$ cat config.mk
export PLATFORM = sky130hd
export DESIGN_NAME = stepper_position_homing_controller
export DESIGN_NICKNAME = d
export VERILOG_FILES = /design/src/design/sphc_pkg.sv /design/src/design/stepper_position_homing_controller.sv
export SDC_FILE = /design/constraint.sdc
export NUM_CORES = 1
export LEC_CHECK = 0
export ABC_CLOCK_PERIOD_IN_PS = 6000
export BUFFER_PORTS_ARGS = -buffer_cell sky130_fd_sc_hd__buf_2
export CORE_ASPECT_RATIO = 1.25
export CORE_MARGIN = 2
export CORE_UTILIZATION = 35
export DETAILED_ROUTE_END_ITERATION = 12
export SLEW_MARGIN = 20
export SYNTH_ARGS = -nofsm -noshare
export SYNTH_HDL_FRONTEND = slang
export SYNTH_SLANG_ARGS = --single-unit
$ cat constraint.sdc
create_clock -name i_clk -period 6 [get_ports i_clk]
set_input_delay 1.2 -clock i_clk [delete_from_list [all_inputs] [get_ports i_clk]]
set_output_delay 1.2 -clock i_clk [all_outputs]
set_load 0.01 [all_outputs]
$ cat src/design/sphc_pkg.sv
`default_nettype none
package sphc_pkg;

    localparam int unsigned POS_W       = 32;
    localparam int unsigned THRESH_W    = 10;
    localparam int unsigned HOLDOFF_W   = 16;
    localparam int unsigned LOAD_W      = 10;
    localparam int unsigned TIME_W      = 32;
    localparam int unsigned REQ_W       = 2;
    localparam int unsigned CFG_ADDR_W  = 3;
    localparam int unsigned CFG_DATA_W  = 16;
    localparam int unsigned IN_DATA_W   = 80;
    localparam int unsigned OUT_DATA_W  = 104;

    localparam logic [POS_W-1:0]     POS_MAX       = 32'hFFFF_FFFF;
    localparam logic [POS_W-1:0]     POS_ZERO      = 32'h0000_0000;
    localparam logic [POS_W-1:0]     MAX_POS_RESET = 32'd60000;
    localparam logic [THRESH_W-1:0]  THRESH_RESET  = 10'd40;
    localparam logic [HOLDOFF_W-1:0] HOLDOFF_RESET = 16'd500;

    typedef enum logic [REQ_W-1:0] {
        REQ_TICK   = 2'd0,
        REQ_TARGET = 2'd1,
        REQ_HOME   = 2'd2,
        REQ_STALL  = 2'd3
    } t_req;

    typedef enum logic [CFG_ADDR_W-1:0] {
        CFG_REVERSE   = 3'd0,
        CFG_HOME_ZERO = 3'd1,
        CFG_HOME_MAX  = 3'd2,
        CFG_THRESHOLD = 3'd3,
        CFG_HOLDOFF   = 3'd4
    } t_cfg_idx;

endpackage
`default_nettype wire

$ cat src/design/stepper_position_homing_controller.sv
// data path: input register, single update stage, result register
// throughput: one transaction per cycle while m_axis_tready does not stall it
// a stalled result register holds a full input register, which holds tready low
// reset (synchronous, active low): position and target zero, maximum 60000,
// homing off, pins low, stall threshold 40, holdoff 500 ms
`default_nettype none
module stepper_position_homing_controller (
    input  wire logic                                 i_clk,
    input  wire logic                                 i_rst_n,
    // config write port
    input  wire logic                                 i_cfg_we,
    input  wire logic [sphc_pkg::CFG_ADDR_W-1:0]      i_cfg_addr,
    input  wire logic [sphc_pkg::CFG_DATA_W-1:0]      i_cfg_wdata,
    // request stream
    input  wire logic                                 s_axis_tvalid,
    output logic                                      s_axis_tready,
    // target_position, driver_enabled, load_value, now_ms, zero pad
    input  wire logic [sphc_pkg::IN_DATA_W-1:0]       s_axis_tdata,
    // req_type
    input  wire logic [sphc_pkg::REQ_W-1:0]           s_axis_tuser,
    // result stream
    output logic                                      m_axis_tvalid,
    input  wire logic                                 m_axis_tready,
    // step_level, dir_level, position_now, target_now, max_position_now,
    // moving, homing_active, save_request, zero pad
    output logic [sphc_pkg::OUT_DATA_W-1:0]           m_axis_tdata
);

    localparam int unsigned PW = sphc_pkg::POS_W;

    // configuration
    logic                              r_reverse;
    logic                              r_home_zero;
    logic                              r_home_max;
    logic [sphc_pkg::THRESH_W-1:0]     r_threshold;
    logic [sphc_pkg::HOLDOFF_W-1:0]    r_holdoff;

    // input register
    logic                              r_in_valid;
    sphc_pkg::t_req                    r_req;
    logic [PW-1:0]                     r_tgt;
    logic                              r_drv;
    logic [sphc_pkg::LOAD_W-1:0]       r_load;
    logic [sphc_pkg::TIME_W-1:0]       r_now;

    // controller state
    logic [PW-1:0]                     r_pos, n_pos;
    logic [PW-1:0]                     r_set, n_set;
    logic [PW-1:0]                     r_maxp, n_maxp;
    logic                              r_step, n_step;
    logic                              r_dir, n_dir;
    logic                              r_homing, n_homing;
    logic                              r_tmax, n_tmax;
    logic                              r_moving, n_moving;
    logic [sphc_pkg::TIME_W-1:0]       r_last, n_last;
    logic                              n_save;

    // result register
    logic                              r_out_valid;
    logic [sphc_pkg::OUT_DATA_W-1:0]   r_out_data;

    logic                              advance;
    logic                              work;
    logic                              step_go;
    logic                              up;
    logic [sphc_pkg::TIME_W-1:0]       elapsed;
    logic [sphc_pkg::TIME_W-1:0]       holdoff_ext;

    assign advance       = !r_out_valid || m_axis_tready;
    assign work          = r_in_valid && advance;
    assign s_axis_tready = !r_in_valid || advance;
    assign m_axis_tvalid = r_out_valid;
    assign m_axis_tdata  = r_out_data;

    always_ff @(posedge i_clk) begin
        if (!i_rst_n) begin
            r_reverse   <= 1'b0;
            r_home_zero <= 1'b0;
            r_home_max  <= 1'b0;
            r_threshold <= sphc_pkg::THRESH_RESET;
            r_holdoff   <= sphc_pkg::HOLDOFF_RESET;
        end else if (i_cfg_we) begin
            case (i_cfg_addr)
                sphc_pkg::CFG_REVERSE:   r_reverse   <= i_cfg_wdata[0];
                sphc_pkg::CFG_HOME_ZERO: r_home_zero <= i_cfg_wdata[0];
                sphc_pkg::CFG_HOME_MAX:  r_home_max  <= i_cfg_wdata[0];
                sphc_pkg::CFG_THRESHOLD: r_threshold <= i_cfg_wdata[sphc_pkg::THRESH_W-1:0];
                sphc_pkg::CFG_HOLDOFF:   r_holdoff   <= i_cfg_wdata[sphc_pkg::HOLDOFF_W-1:0];
                default: ;
            endcase
        end
    end

    always_ff @(posedge i_clk) begin
        if (!i_rst_n) begin
            r_in_valid <= 1'b0;
        end else if (s_axis_tready) begin
            r_in_valid <= s_axis_tvalid;
        end
    end

    always_ff @(posedge i_clk) begin
        if (s_axis_tready && s_axis_tvalid) begin
            r_req  <= sphc_pkg::t_req'(s_axis_tuser);
            r_tgt  <= s_axis_tdata[31:0];
            r_drv  <= s_axis_tdata[32];
            r_load <= s_axis_tdata[42:33];
            r_now  <= s_axis_tdata[74:43];
        end
    end

    assign elapsed     = r_now - r_last;
    assign holdoff_ext = {{(sphc_pkg::TIME_W-sphc_pkg::HOLDOFF_W){1'b0}}, r_holdoff};
    assign step_go     = ((r_pos != r_set) || r_homing) && r_drv;
    assign up          = r_homing ? r_tmax : (r_pos < r_set);

    always_comb begin
        n_pos    = r_pos;
        n_set    = r_set;
        n_maxp   = r_maxp;
        n_step   = r_step;
        n_dir    = r_dir;
        n_homing = r_homing;
        n_tmax   = r_tmax;
        n_moving = r_moving;
        n_last   = r_last;
        n_save   = 1'b0;
        case (r_req)
            sphc_pkg::REQ_TICK: begin
                if (step_go) begin
                    n_dir    = up ^ r_reverse;
                    n_step   = !r_step;
                    if (up) begin
                        if (r_pos != sphc_pkg::POS_MAX) n_pos = r_pos + PW'(1);
                    end else begin
                        if (r_pos != sphc_pkg::POS_ZERO) n_pos = r_pos - PW'(1);
                    end
                    n_moving = 1'b1;
                    n_save   = 1'b1;
                end else begin
                    n_save   = r_moving;
                    n_moving = 1'b0;
                end
            end
            sphc_pkg::REQ_TARGET: begin
                n_set = r_tgt;
            end
            sphc_pkg::REQ_HOME: begin
                n_homing = 1'b1;
            end
            sphc_pkg::REQ_STALL: begin
                if ((r_load < r_threshold) && r_moving && (elapsed > holdoff_ext)) begin
                    n_last = r_now;
                    if (r_homing) begin
                        n_set = r_pos;
                        if (!r_tmax && r_home_zero) begin
                            n_set  = sphc_pkg::POS_ZERO;
                            n_pos  = sphc_pkg::POS_ZERO;
                            n_tmax = 1'b1;
                            if (!r_home_max) begin
                                n_homing = 1'b0;
                                n_tmax   = 1'b0;
                            end
                        end else if ((r_tmax && r_home_max)
                                || (!r_tmax && r_home_max && !r_home_zero)) begin
                            n_maxp   = r_pos;
                            n_tmax   = 1'b0;
                            n_homing = 1'b0;
                        end
                    end
                end
            end
            default: ;
        endcase
        // homing direction returns to zero whenever homing is off
        if (!n_homing) n_tmax = 1'b0;
    end

    always_ff @(posedge i_clk) begin
        if (!i_rst_n) begin
            r_pos    <= sphc_pkg::POS_ZERO;
            r_set    <= sphc_pkg::POS_ZERO;
            r_maxp   <= sphc_pkg::MAX_POS_RESET;
            r_step   <= 1'b0;
            r_dir    <= 1'b0;
            r_homing <= 1'b0;
            r_tmax   <= 1'b0;
            r_moving <= 1'b0;
            r_last   <= '0;
        end else if (work) begin
            r_pos    <= n_pos;
            r_set    <= n_set;
            r_maxp   <= n_maxp;
            r_step   <= n_step;
            r_dir    <= n_dir;
            r_homing <= n_homing;
            r_tmax   <= n_tmax;
            r_moving <= n_moving;
            r_last   <= n_last;
        end
    end

    always_ff @(posedge i_clk) begin
        if (!i_rst_n) begin
            r_out_valid <= 1'b0;
        end else if (advance) begin
            r_out_valid <= r_in_valid;
        end
    end

    always_ff @(posedge i_clk) begin
        if (work) begin
            r_out_data <= {3'b000, n_save, n_homing, n_moving,
                           n_maxp, n_set, n_pos, n_dir, n_step};
        end
    end

endmodule
`default_nettype wire

==> flow_metrics.tcl <==
set metrics [dict create \
    vias 14400 \
    r2r_start "r_now[3]" \
    postCtsHoldBufs 0 \
    cts_buffer_depth 3 \
    r2r_setup_slack_ns 0.82 \
    wl_per_cell_um 20.0 \
    cts_setup_buffers 0 \
    gp_congestion 0.905 \
    synth_ff_type "edfxtp_1" \
    cts.clk_slew.worst_paths_ns 0.06 \
    path_common_cell "a21oi_1" \
    final_nets 2170 \
    drtIter0Drc 796 \
    antenna_found_initial 2 \
    clock_latency_ns 0.55 \
    vias_per_cell 5.41 \
    placedCellCount 2586 \
    ys_seq_area_share_pct 48.1 \
    path_buf_inv 1 \
    rows 92 \
    hold_path.startpoint "r_maxp[17]" \
    grt_pass1_wl_um 80900 \
    endpoint "m_axis_tdata[21]" \
    ys_ff_latch 342 \
    leakagePower_nw 8.05 \
    dpl.hpwl_um 38800 \
    min_period_ns 5.18 \
    overflow 0 \
    yosys_warnings 0 \
    portBuffers 203 \
    end_kind "flip-flop" \
    crit_required_ns 6.27 \
    drv_slew 0 \
    cp_max_fo 9 \
    grt_start_max_net_pins 81 \
    antenna_left 0 \
    finalClockSkew_ns 0.0156 \
    startpoint_type "flip-flop" \
    place_ws_ns 0.817 \
    ir_drop_v 0.000209 \
    cts_tree "built" \
    maxSlewHeadroom_pct 30.8 \
    post-route-drc-count 0 \
    setup_viol 0 \
    routed_wl_um 53100 \
    max_freq_ghz 0.193 \
    core_sq_mm 0.0505 \
    cts_made_buffers 38 \
    cts_num_sinks 342 \
    powerDensity_mw_per_mm2 282 \
    grt_use_total_pct 19.8 \
    syn_to_final_growth_pct 16.2 \
    crit_path_top_delay_cell "a311o_2" \
    cap_violations 0 \
    finalHoldViolations 0 \
    initial_core_util_pct 35.5 \
    crit_type "flip-flop to flip-flop" \
    synthTopCellsByArea "edfxtp_1 30%, dfxtp_1 18%, ha_1 6.6%, nand2_1 3.6%, mux2i_1 3.0%" \
    r2r-end "m_axis_tdata[21]" \
    critPathLaunch "r_now[3]" \
    synth_edf_count 178 \
    fin_setup_tns_ns 0 \
    worst_slack_ns 0.823 \
    grt_pass1_vias 14400 \
    dieArea_sq_mm 0.0531 \
    rr_worst_depth 21 \
    die_w_um 206 \
    final_layout_size_suffix_gt1_share_pct 17.2 \
    crit_cells 21 \
    tightestPinTransition_ns 1.04 \
    critical-path-max-stage-delay_ns 0.45 \
    root_buffer "clkbuf_16" \
    avgSynthCellArea_sq_um 9.93 \
    final_cells 2656 \
    crit_family "compound AO/OA/AOI/OAI gates" \
    rsz0062_at_grt "no" \
    h-tree-depth 2 \
    hold_class "flip-flop to flip-flop" \
    status "finished clean" \
    synth_top_area_cell "edfxtp_1" \
    dr.pass1.iters 5 \
    boundaryPins 212 \
    path_cells "ha_1 -> a21o_1 -> a21oi_1 -> a21oi_1 -> nor2b_1 -> o21bai_1 -> a21oi_1 -> xnor2_1 -> ha_1 -> nand2_1 -> nor2_1 -> nand2_1 -> o21bai_1 -> a31o_2 -> nand4_1 -> nor4_1 -> a311o_2 -> o21ai_1 -> nand2_2 -> buf_4 -> o2bb2ai_1" \
    min_period_over_period_pct 86.3 \
    fp.dieH_um 257 \
    synthCells 1806 \
    cts_resized 0 \
    ys_async_sr_fraction_pct 0 \
    post-synth-top-area-fraction_pct 29.8 \
    crit_arrival_ns 5.44 \
    syn_area_sq_mm 0.0179 \
    synth_cell_types 86 \
]
[how the worst min path moves through the flow]
stage	slack, ns	cells past startpoint	endpoint
final	0.44	2	r_maxp[17]
after global routing	0.46	2	r_maxp[12]
after CTS	0.45	2	r_maxp[0]
after detailed placement	0.44	2	r_maxp[0]
after global placement	0.43	2	r_maxp[8]
after floorplan	0.42	2	r_maxp[17]
[placed cells by master (no fill, tap or decap), types with 23 or more instances in the layout]
cell type,netlist,routed
inv_1,134,132
xnor2_1,29,29
o2bb2ai_1,23,23
mux2i_1,54,54
o21ai_0,44,44
o21ai_1,35,35
dfxtp_1,164,164
a22o_1,35,35
nand4_1,31,31
nor3_1,27,27
buf_2,12,202
a32o_1,34,34
ha_1,95,95
a21oi_1,101,101
edfxtp_1,178,178
mux2_2,25,25
clkbuf_16,0,39
nand3_1,61,61
a21o_1,51,51
buf_4,6,34
nor2_1,117,116
nand2_1,173,173
[worst reg2reg max path, cell delays in order (launching register included)]
cell	delay [ns]
edfxtp_1	0.40
ha_1	0.38
a21o_1	0.20
a21oi_1	0.38
a21oi_1	0.12
nor2b_1	0.33
o21bai_1	0.10
a21oi_1	0.20
xnor2_1	0.09
ha_1	0.30
nand2_1	0.05
nor2_1	0.08
nand2_1	0.09
o21bai_1	0.18
a31o_2	0.29
nand4_1	0.08
nor4_1	0.05
a311o_2	0.45
o21ai_1	0.45
nand2_2	0.26
buf_4	0.26
o2bb2ai_1	0.16
[logic make-up (layout without fill, tap and decap cells)]
logic type	Yosys count	after routing	share of synthesized area (%)
multiplexers	88	88	5.15
XOR/XNOR	37	37	1.81
buffers and inverters	253	442	5.84
AO/OA/AOI/OAI	469	469	18.2
flip-flops	342	342	48.1
AND/OR/NAND/NOR	520	520	14.2
other	1	4	0.0209
adder cells (fa/ha/maj)	96	96	6.74
[metrics by stage]
stage | cell area [sq um] | utilization, % | hold slack, ns | total power [mW]
3_3_place_gp | 19600 | 38.7 | 0.432 | 3.52
5_1_grt | 20800 | 41.2 | 0.461 | 6.12
6_report | 20800 | 41.2 | 0.444 | 5.88
4_1_cts | 20800 | 41.2 | 0.447 | 5.95
2_1_floorplan | 17900 | - | 0.424 | 3.21
3_5_place_dp | 19600 | 38.7 | 0.437 | 3.53
[routing by layer]
layer  share of wire (%)  up-vias  global-route usage (%)
met5               0.026        -                       0
met1                  38     6909                    21.7
met4                 3.6        2                    7.48
li1                    -     6954                       -
met3                 5.2       95                    3.74
met2                  53      409                    37.0
[flip-flops by register name, summed over array words and instances, names as in the netlist]
signal	cells
m_axis_tdata	101
r_last	32
r_maxp	32
r_now	32
r_pos	32
r_set	32
r_tgt	32
r_holdoff	16
r_load	10
r_threshold	10
r_req	2
m_axis_tvalid	1
r_dir	1
r_drv	1
r_home_max	1
r_home_zero	1
r_homing	1
r_in_valid	1
r_moving	1
r_reverse	1
r_step	1
r_tmax	1
[cell usage after synthesis (7+ instances only)]
cell type	instances
a211oi_1	7
a21o_1	51
a21oi_1	101
a22o_1	35
a31oi_1	18
a32o_1	34
and3_1	12
buf_2	12
buf_6	8
clkbuf_1	89
dfxtp_1	164
edfxtp_1	178
ha_1	95
inv_1	134
mux2_1	9
mux2_2	25
mux2i_1	54
nand2_1	173
nand2b_1	11
nand3_1	61
nand4_1	31
nor2_1	117
nor2b_1	10
nor3_1	27
nor4_1	15
o211ai_1	21
o21a_1	13
o21ai_0	44
o21ai_1	35
o21bai_1	9
o22ai_1	20
o2bb2ai_1	23
or3_1	20
or4_1	12
xnor2_1	29
xor2_1	8
[layout make-up]
| class | instances | area [sq um] |
|---|---|---|
| Fill cell | 4990 | 29700 |
| Sequential cell | 342 | 8630 |
| Multi-Input combinational cell | 1213 | 8290 |
| Timing Repair Buffer | 238 | 1310 |
| Clock buffer | 52 | 1080 |
| Tap cell | 658 | 823 |
| Inverter | 135 | 509 |
| Clock inverter | 17 | 190 |
| Antenna cell | 1 | 2.50 |
[report_power, final]
| group | internal [mW] | switching, mW | total [mW] |
|---|---|---|---|
| sequential | 2.55 | 0.0427 | 2.59 |
| combinational | 0.301 | 0.590 | 0.891 |
| clock | 1.44 | 0.956 | 2.40 |
No activity file was read; power rests on OpenSTA's default activity.
